File: src/design/qro_pkg.sv
// ----------------------------------------------------------------------------
// qro_pkg
// Shared types and constants for the quad/rectangle overlap pipeline.
// ----------------------------------------------------------------------------
package qro_pkg;

    // Register stages from input transfer to output register
    localparam int NUM_STAGES  = 5;
    localparam int NUM_CORNERS = 4;

    // Orientation sign, canonical: never both bits set
    typedef struct packed {
        logic pos;
        logic neg;
    } t_sgn;

    // Rectangle size flags carried down the pipe
    typedef struct packed {
        logic w_nz;
        logic h_nz;
    } t_dim_flags;

    // Results of the rectangle-side tests
    // edge_orient[j][i]: orientation of quad corner i against rectangle edge j
    typedef struct packed {
        logic [NUM_CORNERS-1:0]                    corner_in;
        t_sgn [NUM_CORNERS-1:0][NUM_CORNERS-1:0]   edge_orient;
    } t_rect_flags;

    function automatic t_sgn f_sgn(input logic is_pos, input logic is_neg);
        t_sgn s;
        s.pos = is_pos;
        s.neg = is_neg;
        return s;
    endfunction

endpackage

File: src/design/qro_cross.sv
// ----------------------------------------------------------------------------
// qro_cross
// Cross product stage: subtract partial products, keep the sign of each
// quad edge against each rectangle corner.
// ----------------------------------------------------------------------------
module qro_cross #(
    parameter int COORD_BITS = 20
) (
    input  logic                                 i_clk,
    input  logic                                 i_rst_n,
    input  logic                                 i_valid,
    output logic                                 o_ready,
    input  logic signed [2*COORD_BITS+2:0]       i_py [4][2],
    input  logic signed [2*COORD_BITS+2:0]       i_px [4][2],
    input  qro_pkg::t_rect_flags                 i_flags,
    output logic                                 o_valid,
    input  logic                                 i_ready,
    output qro_pkg::t_sgn [3:0][3:0]             o_quad_orient,
    output qro_pkg::t_rect_flags                 o_flags
);

    localparam int PW = 2 * COORD_BITS + 3;
    localparam int XW = PW + 1;

    logic                      r_v;
    logic                      load;
    logic signed [XW-1:0]      cross_val [4][4];
    qro_pkg::t_sgn [3:0][3:0]  n_orient;
    qro_pkg::t_sgn [3:0][3:0]  r_orient;
    qro_pkg::t_rect_flags      r_flags;

    assign load    = !r_v || i_ready;
    assign o_ready = load;

    // Corner j takes the bottom line for j = 2, 3 and the right line for j = 1, 2
    always_comb begin
        for (int i = 0; i < 4; i++) begin
            for (int j = 0; j < 4; j++) begin
                cross_val[i][j] = XW'((j >= 2) ? i_py[i][1] : i_py[i][0]) -
                                  XW'((j == 1 || j == 2) ? i_px[i][1] : i_px[i][0]);
                n_orient[i][j] = qro_pkg::f_sgn(
                    !cross_val[i][j][XW-1] && (|cross_val[i][j]),
                    cross_val[i][j][XW-1]);
            end
        end
    end

    always_ff @(posedge i_clk) begin
        if (!i_rst_n) begin
            r_v <= 1'b0;
        end else if (load) begin
            r_v <= i_valid;
        end
        if (load) begin
            r_orient <= n_orient;
            r_flags  <= i_flags;
        end
    end

    assign o_valid       = r_v;
    assign o_quad_orient = r_orient;
    assign o_flags       = r_flags;

endmodule

File: config.mk
export PLATFORM = sky130hd
export DESIGN_NAME = qro_cross
export DESIGN_NICKNAME = d
export VERILOG_FILES = /design/src/design/qro_pkg.sv /design/src/design/qro_cross.sv
export SDC_FILE = /design/constraint.sdc
export NUM_CORES = 2
export LEC_CHECK = 0
export BUFFER_PORTS_ARGS = -buffer_cell sky130_fd_sc_hd__buf_4
export CORE_UTILIZATION = 29
export CTS_CLUSTER_DIAMETER = 100
export DETAILED_ROUTE_END_ITERATION = 6
export HOLD_SLACK_MARGIN = 0.06
export SYNTH_ARGS = -nofsm -noshare
export SYNTH_HDL_FRONTEND = slang
export SYNTH_SLANG_ARGS = --single-unit
File: constraint.sdc
create_clock -name i_clk -period 11.03 [get_ports i_clk]
set_input_delay 1.6545 -clock i_clk [delete_from_list [all_inputs] [get_ports i_clk]]
set_output_delay 1.6545 -clock i_clk [all_outputs]
set_load 0.05 [all_outputs]
==> impl_results.md <==
- Worst Hold Slack: 995 ps
- Total number of vias: 58100
- Max Clock Skew: 18.0 ps
- Fin nets: 8762
- Nature of the critical path startpoint: input pin
- Post-synthesis instance area: 45700 um^2
- H-tree depth: 3
- Hold-fix buffers, CTS: 0
- Count of different cell masters after synthesis: 100
- Final setup violating endpoints: 0
- GR Util All Layers: 0.312
- Std-Cell Rows: 145
- Worst Path Class, Setup: input pin to flip-flop
- Setup repair after global routing missed its margin: no
- Synthesized-area fraction occupied by ao, oa, aoi and oai cells: 0.363
- Warning count from the yosys run: 0
- Top cell type's share of synthesized area: 0.188
- Initial cell density of the core: 0.292
- Weighted congestion at the end of routability-driven global placement: 1.09
- Run status: finished, final reports clean
- Area enclosed by the die boundary: 159000 um^2
- Most used cells in the layout excluding fill and tap cells: sky130_fd_sc_hd__buf_4 (799), sky130_fd_sc_hd__a21oi_1 (747), sky130_fd_sc_hd__ha_1 (688)
- Horiz. Die Dim: 399 um
- Worst-Skew Late Latency: 470 ps
- Number of inserted filler cells in the final layout: 17200
- Number of remaining DRC errors: 0
- Proportion of synthesized area in mux cells: 0.0200
- Power density of the placed cells: 77.8 nW/um^2
- Combinational family with the most area after synthesis: compound AO/OA/AOI/OAI gates
- Standard cell core area: 156000 um^2
- Clock transition at the registers of the reported paths: 100 ps
- Number of antenna violations at the first check in global routing: 32
- Required time at the endpoint of the critical path: 11230 ps
- Share of synthesized area occupied by flip-flops and latches: 0.0451
- Number of nets still failing antenna checks after routing: 0
- Die Y-Extent: 399 um
- Port bufs: 797
- Fin. max-slew vios: 0
- Routed vias/inst: 6.17
- Count of state elements after synthesis: 69
- Summed negative setup slack over all endpoints: 0 ps
- Most common cell after layout, fill and taps aside: sky130_fd_sc_hd__buf_4
- Shortest period the worst path allows: 5830 ps
- Synthesized netlist net count: 8226
- Pre-Repair DR Iteration Count: 6
- Cell type with the largest total area after synthesis: sky130_fd_sc_hd__ha_1
- Achievable frequency: 171 MHz
- Total setup buffers inserted after CTS: 0
- TritonCTS clock tree: built
- Largest net degree at the start of global routing: 48
- Worst slew margin relative to its limit: 0.301
- Total of max-cap violations: 0
- Transition time at the pin with the least slew margin: 1050 ps
- Avg Cell Area, Syn: 6.73 um^2
- HPWL after detailed placement: 233000 um
- Proportion of synthesized flip-flops having asynchronous set or reset: 0
- Simple-gate portion of the synthesized area: 0.248
- Number of DRC markers in iteration 0: 6959
- Top area cells in the synthesized netlist: sky130_fd_sc_hd__ha_1 (19%), sky130_fd_sc_hd__a21oi_1 (8.2%), sky130_fd_sc_hd__o21ai_0 (5.0%)
- Clock root buffer master: sky130_fd_sc_hd__clkbuf_16
- Number of gates given a new drive strength after cts: 0
- Tcrit/Tclk final: 0.529
- DP Cell Count: 9377
- Vias in the first global route: 52900
- Routed length per placed instance: 28.1 um
- Maximum resistive drop on vdd: 97.9 uV
- Path type of the worst min-delay path: flip-flop to flip-flop
- Final Hold Violating Endpoints: 0
- Leakage Power: 24.7 nW
- Overflow left after global routing: 0
- Number of synthesized flops with an enable pin: 68
- Most used flip-flop cell after synthesis: sky130_fd_sc_hd__edfxtp_1
- Share of layout cells above drive strength 1: 0.124
- Clock sink count: 69
- Buffer levels on the longest clock path: 2
- Data arrival time of the critical path: 6030 ps
- Synth Instances: 6794
- Total CTS buffers: 9
- DRT Wirelength: 264000 um
- Final cell count without fillers: 9405
- Post-Synth Adder-Cell Area: 0.195
- Signed area change from the synthesized netlist to the final layout: 17.1%
- Crit. End Element: flip-flop
- Post-synthesis share of cell area spent on xor and xnor gates: 0.0580
- Global-route wire length before repair: 366000 um
- Num ports: 798
- Worst Path Max Fanout: 4
[logic make-up after synthesis]
| group | count (synthesis) |
|---|---|
| AND/OR/NAND/NOR | 2248 |
| buffers and inverters | 841 |
| flip-flops | 69 |
| XOR/XNOR | 303 |
| multiplexers | 89 |
| AO/OA/AOI/OAI | 2540 |
| adder cells (fa/ha/maj) | 704 |
[worst max-delay path, cell delays in order]
cell and delay (ps):
sky130_fd_sc_hd__buf_4 80, sky130_fd_sc_hd__inv_1 40, sky130_fd_sc_hd__ha_1 230, sky130_fd_sc_hd__fa_1 440
sky130_fd_sc_hd__nand2b_1 190, sky130_fd_sc_hd__a21oi_1 320, sky130_fd_sc_hd__o211ai_1 200, sky130_fd_sc_hd__a2111oi_0 720
sky130_fd_sc_hd__o21ai_1 280, sky130_fd_sc_hd__a2111oi_0 430, sky130_fd_sc_hd__o2111ai_1 180, sky130_fd_sc_hd__nor4_1 200
sky130_fd_sc_hd__nand4_1 110, sky130_fd_sc_hd__or4b_1 510, sky130_fd_sc_hd__nor4_1 280, sky130_fd_sc_hd__a31oi_1 150
[registers in the layout (all words and copies together) (netlist names)]
name           flops
o_valid            1
o_flags           36
o_quad_orient     32
[final timing paths]
kind                                 end  slack [ps]  cells after the start                 start
max          o_quad_orient[25]$_DFFE_PP_        5200                     16              i_py[43]
min           o_quad_orient[0]$_DFFE_PP_        1000                      1  o_valid$_SDFFE_PN0P_
max reg2reg         o_flags[4]$_DFFE_PP_        8890                      2  o_valid$_SDFFE_PN0P_
min reg2reg   o_quad_orient[0]$_DFFE_PP_        1000                      1  o_valid$_SDFFE_PN0P_
[cell type report]
class,count,area (um^2),share of cell area
inverters,567,2130,0.0398
clock buffers,9,225,0.00421
diodes,13,32.5,0.000608
multi-input cells,5884,40400,0.756
flip-flops and latches,69,2060,0.0385
clock inverters,6,65.1,0.00122
well taps,2058,2570,0.0481
repair buffers,799,6000,0.112
[power breakdown]
group          internal, mW  total (mW)  switching, mW
Combinational          1.27        3.44           2.18
Clock                 0.174       0.376          0.202
Sequential            0.321       0.344         0.0225
Total                  1.76        4.17           2.40
[through the flow]
stage	worst slack (ps)	utilization	cell area, um^2	total power [mW]
after floorplan	5600	-	45700	2.50
after global placement	4900	0.340	53200	3.69
after detailed placement	4800	0.340	53200	3.67
after CTS	5280	0.342	53500	4.07
after global routing	4880	0.342	53500	4.40
final	5200	0.342	53500	4.17
[per-layer routing]
metal  global-route usage  wire length (um)
met1                0.394            107000
met2                0.481            113000
met3               0.0690             25300
met4                0.196             19200
met5                    0               285
[Yosys cell counts, types with 42 or more instances]
library cell                  n
sky130_fd_sc_hd__nand2b_1   123
sky130_fd_sc_hd__a31oi_1    115
sky130_fd_sc_hd__o31ai_1     57
sky130_fd_sc_hd__a2111oi_0   43
sky130_fd_sc_hd__o21ai_0    454
sky130_fd_sc_hd__inv_1      567
sky130_fd_sc_hd__nor3_1     147
sky130_fd_sc_hd__o21bai_1    80
sky130_fd_sc_hd__o21a_1     106
sky130_fd_sc_hd__xnor2_1    179
sky130_fd_sc_hd__a21oi_1    747
sky130_fd_sc_hd__edfxtp_1    68
sky130_fd_sc_hd__nand3_1    204
sky130_fd_sc_hd__a211oi_1    67
sky130_fd_sc_hd__mux2i_1     69
sky130_fd_sc_hd__ha_1       688
sky130_fd_sc_hd__nand2_1    578
sky130_fd_sc_hd__o211ai_1    85
sky130_fd_sc_hd__and2_1      42
sky130_fd_sc_hd__clkbuf_1   256
sky130_fd_sc_hd__nor2b_1    112
sky130_fd_sc_hd__nor4_1      74
sky130_fd_sc_hd__nand4_1    186
sky130_fd_sc_hd__o2111ai_1   53
sky130_fd_sc_hd__and3_1      92
sky130_fd_sc_hd__xor2_1     124
sky130_fd_sc_hd__a21o_1     292
sky130_fd_sc_hd__nor2_1     460
(Power assumes the default switching activity.)
