$ cat src/design/qro_pkg.sv
// ----------------------------------------------------------------------------
// qro_pkg
// Shared types and constants for the quad/rectangle overlap pipeline.
// ----------------------------------------------------------------------------
package qro_pkg;

    // Register stages from input transfer to output register
    localparam int NUM_STAGES  = 5;
    localparam int NUM_CORNERS = 4;

    // Orientation sign, canonical: never both bits set
    typedef struct packed {
        logic pos;
        logic neg;
    } t_sgn;

    // Rectangle size flags carried down the pipe
    typedef struct packed {
        logic w_nz;
        logic h_nz;
    } t_dim_flags;

    // Results of the rectangle-side tests
    // edge_orient[j][i]: orientation of quad corner i against rectangle edge j
    typedef struct packed {
        logic [NUM_CORNERS-1:0]                    corner_in;
        t_sgn [NUM_CORNERS-1:0][NUM_CORNERS-1:0]   edge_orient;
    } t_rect_flags;

    function automatic t_sgn f_sgn(input logic is_pos, input logic is_neg);
        t_sgn s;
        s.pos = is_pos;
        s.neg = is_neg;
        return s;
    endfunction

endpackage

$ cat src/design/qro_front.sv
// ----------------------------------------------------------------------------
// qro_front
// Capture stage and difference stage: far rectangle edges, quad edge vectors
// and corner-to-rectangle offsets.
// ----------------------------------------------------------------------------
module qro_front #(
    parameter int COORD_BITS = 20
) (
    input  logic                         i_clk,
    input  logic                         i_rst_n,
    input  logic                         i_valid,
    output logic                         o_ready,
    input  logic signed [COORD_BITS-1:0] i_qx [4],
    input  logic signed [COORD_BITS-1:0] i_qy [4],
    input  logic signed [COORD_BITS-1:0] i_rx,
    input  logic signed [COORD_BITS-1:0] i_ry,
    input  logic        [COORD_BITS-3:0] i_rw,
    input  logic        [COORD_BITS-3:0] i_rh,
    output logic                         o_valid,
    input  logic                         i_ready,
    output logic signed [COORD_BITS:0]   o_ex [4],
    output logic signed [COORD_BITS:0]   o_ey [4],
    output logic signed [COORD_BITS+1:0] o_dx [4][2],
    output logic signed [COORD_BITS+1:0] o_dy [4][2],
    output qro_pkg::t_dim_flags          o_dims
);

    localparam int CW = COORD_BITS;
    localparam int EW = COORD_BITS + 1;
    localparam int DW = COORD_BITS + 2;

    logic                  r_v1, r_v2;
    logic                  load1, load2;
    logic signed [CW-1:0]  r_qx [4];
    logic signed [CW-1:0]  r_qy [4];
    logic signed [CW-1:0]  r_rx, r_ry;
    logic signed [EW-1:0]  r_rr, r_rb;
    qro_pkg::t_dim_flags   r_dims1, r_dims2;
    logic signed [EW-1:0]  r_ex [4];
    logic signed [EW-1:0]  r_ey [4];
    logic signed [DW-1:0]  r_dx [4][2];
    logic signed [DW-1:0]  r_dy [4][2];

    assign load2   = !r_v2 || i_ready;
    assign load1   = !r_v1 || load2;
    assign o_ready = load1;

    // Stage 1: capture, form right and bottom edges at full width
    always_ff @(posedge i_clk) begin
        if (!i_rst_n) begin
            r_v1 <= 1'b0;
        end else if (load1) begin
            r_v1 <= i_valid;
        end
        if (load1) begin
            for (int i = 0; i < 4; i++) begin
                r_qx[i] <= i_qx[i];
                r_qy[i] <= i_qy[i];
            end
            r_rx         <= i_rx;
            r_ry         <= i_ry;
            r_rr         <= EW'(i_rx) + EW'(i_rw);
            r_rb         <= EW'(i_ry) + EW'(i_rh);
            r_dims1.w_nz <= |i_rw;
            r_dims1.h_nz <= |i_rh;
        end
    end

    // Stage 2: edge vectors and offsets to the two x and two y rectangle lines
    always_ff @(posedge i_clk) begin
        if (!i_rst_n) begin
            r_v2 <= 1'b0;
        end else if (load2) begin
            r_v2 <= r_v1;
        end
        if (load2) begin
            for (int i = 0; i < 4; i++) begin
                r_ex[i]    <= EW'(r_qx[(i + 1) % 4]) - EW'(r_qx[i]);
                r_ey[i]    <= EW'(r_qy[(i + 1) % 4]) - EW'(r_qy[i]);
                r_dx[i][0] <= DW'(r_rx) - DW'(r_qx[i]);
                r_dx[i][1] <= DW'(r_rr) - DW'(r_qx[i]);
                r_dy[i][0] <= DW'(r_ry) - DW'(r_qy[i]);
                r_dy[i][1] <= DW'(r_rb) - DW'(r_qy[i]);
            end
            r_dims2 <= r_dims1;
        end
    end

    assign o_valid = r_v2;
    assign o_ex    = r_ex;
    assign o_ey    = r_ey;
    assign o_dx    = r_dx;
    assign o_dy    = r_dy;
    assign o_dims  = r_dims2;

endmodule

$ cat config.mk
export PLATFORM = sky130hd
export DESIGN_NAME = qro_front
export DESIGN_NICKNAME = d
export VERILOG_FILES = /design/src/design/qro_pkg.sv /design/src/design/qro_front.sv
export SDC_FILE = /design/constraint.sdc
export NUM_CORES = 2
export LEC_CHECK = 0
export BUFFER_PORTS_ARGS = -buffer_cell sky130_fd_sc_hd__buf_2
export CORE_MARGIN = 2
export CORE_UTILIZATION = 30
export CTS_CLUSTER_DIAMETER = 100
export DETAILED_ROUTE_END_ITERATION = 16
export HOLD_SLACK_MARGIN = 0.03
export PLACE_DENSITY = 0.51
export SLEW_MARGIN = 20
export SYNTH_ARGS = -nofsm -noshare
export SYNTH_HDL_FRONTEND = slang
export SYNTH_SLANG_ARGS = --single-unit
$ cat constraint.sdc
create_clock -name i_clk -period 37.9 [get_ports i_clk]
set_clock_uncertainty 0.2 [all_clocks]
set_input_delay 7.58 -clock i_clk [delete_from_list [all_inputs] [get_ports i_clk]]
set_output_delay 7.58 -clock i_clk [all_outputs]
set_load 0.02 [all_outputs]
==> summary.md <==
| Metric | Value |
|---|---|
| Status | finished clean |
| CTS resizes | 0 |
| DRC | 0 |
| Switching Fraction | 37.96% |
| Critical Path Max Stage Delay | 0.51 ns |
| Drt first-iter violations | 2,424 |
| Critical Path RT | 30.12 ns |
| Cell Chain, Critical Path | buf_2 -> nor2b_1 -> nand2_4 -> buf_2 |
| # rows | 145 |
| Largest net degree at the start of global routing | 112 |
| Syn Area/Cell | 11.34 um^2 |
| Routed length per instance | 25.80 um |
| Fin Hold WS | 0.2124 ns |
| Vert. Die Dim | 399.5 um |
| GPL Wtd Cong | 0.9104 |
| Most used DFF post-synth | edfxtp_1 |
| Final setup fails | 0 |
| Initial antenna violation count | 21 |
| Register area share after synthesis | 48.59% |
| CTS buffer count | 93 |
| Post-synth EDFFs | 758 |
| I/O pins | 764 |
| Cell taking the most area after synthesis | edfxtp_1 |
| CTS H-tree lvls | 3 |
| Net load switching power | 1332 uW |
| RSZ-0062 raised after global routing | no |
| Area Overhead vs Synth | 20.85% |
| Vias | 36,870 |
| Hold Crit Class | reg2reg |
| DRT Pass-1 Iters | 6 |
| Dpl hpwl | 152.0 mm |
| Die Width | 399.5 um |
| Register area | 22,800 um^2 |
| Setup TNS | 0 ns |
| GRT Total Usage | 22.33% |
| Cell Area, Synth | 46,930 um^2 |
| Share of power burned in registers | 37.3% |
| CP Buf/Inv Count | 2 |
| Net total in the final layout | 5,782 |
| Gate Count Post-Synth | 4,139 |
| F_max | 0.06014 GHz |
| First-pass GRT wire length | 254.9 mm |
| Arr. time, crit path | 8.85 ns |
| Comb power frac | 34.7% |
| Layout cells sized above 1 | 19.24% |
| IO buf count | 763 |
| Reg clk slew, reported paths | 0.06 ns |
| Startpoint Class | input port |
| Routed WL | 184.0 mm |
| GR peak layer | met2 |
| Crit-path slowest cell | nor2b_1 |
| Clk_lat worst skew | 0.73 ns |
| Fill cells | 15,510 |
| M1 GR Usage | 25.77% |
| Crit-path max FO | 23 |
| Leakage | 0.02490 uW |
| Vias in the first global route | 37,450 |
| Seq cells post-synth | 760 |
| Core area | 155,800 um^2 |
| Clk pwr share | 28.0% |
| Slew @ Worst Pin | 1.158 ns |
| Multi-input logic area | 22,820 um^2 |
| Top cells by count, synth | edfxtp_1 (758), ha_1 (524), a21oi_1 (376) |
| Met3 GRT Util | 5.306% |
| Post-synth top area share | 48.51% |
| Synth Net Count | 4,929 |
| Fin crit period | 16.63 ns |
| Period utilization | 43.87% |
| Count leader, synth | edfxtp_1 |
| Yosys cell types | 81 |
| Peak VDD IR | 42.66 uV |
| Cell area power density | 61.87 nW/um^2 |
| Cell mode on critical path | buf_2 |
| Vias per cell | 5.169 |
| Family with the most delay on the worst path | simple AND/OR/NAND/NOR gates |
| Initial Util | 30.11% |
| Post-CTS setup repair buffer count | 0 |
| Crit path capture type | output pin |
| Total clock sinks | 760 |
| Post-synthesis async set-or-reset flop share | 0% |
| Total of max-cap violations | 0 |
| CTS tree | yes |
| Die Area | 159,600 um^2 |
| Pins Over Slew Limit | 0 |
| Top cells by area, synth | edfxtp_1 (49%), ha_1 (14%), xnor2_1 (5.5%) |
| Final ANT Viol Nets | 0 |
| Root buffer cell | clkbuf_16 |
| Internal | 2177 uW |
| Cts hold-fix bufs | 0 |
| Hold Fails Final Rpt | 0 |
| Gr ovfl total | 0 |
| Slew headroom | 22.11% |
| Global routing usage on met2 | 40.28% |
| Yosys warns | 0 |
| Critical path class | in2out |
| Clock Path Buffers | 3 |
==> through the flow <==
step                cells  worst slack, ns  utilization [%]  power (uW)  cell area [um^2]
detailed placement   6955            21.26            34.25        2542             53380
global placement     6955            21.27            34.25        2543             53380
finish               7133            21.27            36.39        3509             56710
CTS                  7130            21.26            36.39        3541             56700
global route         7130            21.19            36.39        3671             56700
floorplan            4139            17.25                -        2031             46930
==> flip-flops by register name (all words and copies together) (netlist names) <==
signal,flops
r_rb,21
o_ex,84
r_dims1,2
o_dx,172
o_dy,172
r_v1,1
o_ey,84
o_valid,1
r_ry,20
r_qx,80
r_rr,21
r_qy,80
o_dims,2
r_rx,20
==> power groups by stage <==
stage	clock network, uW	registers [uW]	logic [uW]
2_1_floorplan	0	1490	542
3_5_place_dp	0	1320	1220
5_1_grt	1030	1320	1320
3_3_place_gp	0	1330	1210
6_report	982	1310	1220
4_1_cts	1000	1310	1230
==> routing by layer <==
metal	vias up	share of wire (%)
li1	17220	-
met1	18050	39
met2	1283	50
met3	291	7.1
met4	22	3.5
met5	-	0.075
==> worst paths after layout <==
| kind | endpoint | from | slack [ns] | cells past startpoint |
|---|---|---|---|---|
| hold reg to reg | o_dims[0] | r_dims1[0] | 0.21 | 0 |
| hold / removal | o_dims[0] | r_dims1[0] | 0.21 | 0 |
| setup reg to reg | o_dx[108] | r_rr[0] | 33.36 | 13 |
| setup / recovery | o_ready | i_ready | 21.27 | 4 |
==> layout by cell type (no fill, tap or decap), types with 20 or more instances in the layout <==
cell	Yosys	routed
nor2_1	235	235
xnor2_1	293	293
a21o_1	189	189
o211ai_1	21	21
edfxtp_1	758	758
o31a_1	24	24
o21bai_1	48	48
clkbuf_16	0	95
fa_1	26	26
nor2b_1	88	88
nand2b_1	68	68
o21ai_0	232	232
xor2_1	120	120
a211o_1	20	20
ha_1	524	524
and3_1	35	35
a21oi_1	376	376
buf_2	0	763
a211oi_1	37	37
inv_1	319	318
a21boi_0	20	20
nor3_1	47	47
nand4_1	36	36
nand2_1	180	179
nand3_1	61	61
o21a_1	104	104
a31oi_1	33	33
==> cell families (layout without fill, tap and decap cells) <==
logic type	Yosys count	in the layout	share of synthesized area, %
compound gates	1248	1248	17.26
fa+ha+maj	550	550	15.08
xor+xnor	413	413	7.708
simple gates	824	824	8.546
buf+inv	344	1277	2.816
other cells	0	3	0
flops	760	760	48.59
==> area by class of cell <==
cell class	instances	area share, %
diodes	3	0.01324
repair buffers	782	7.007
inverters	320	2.131
clock buffers	104	4.251
clock inverters	71	1.615
multi-input cells	3035	40.24
well taps	2058	4.540
flip-flops and latches	760	40.21
==> worst reg2reg max path, stage by stage (launching register included) <==
cell	delay, ns
edfxtp_1	0.35
inv_1	0.20
ha_1	0.23
inv_1	0.06
fa_1	0.42
a211o_1	0.39
a2111oi_2	0.74
o21ai_0	0.26
a31oi_1	0.46
nor2_1	0.13
a211oi_2	0.33
nand2_1	0.13
a41oi_1	0.28
xnor2_1	0.12
Power figures use the tool's default switching activity.
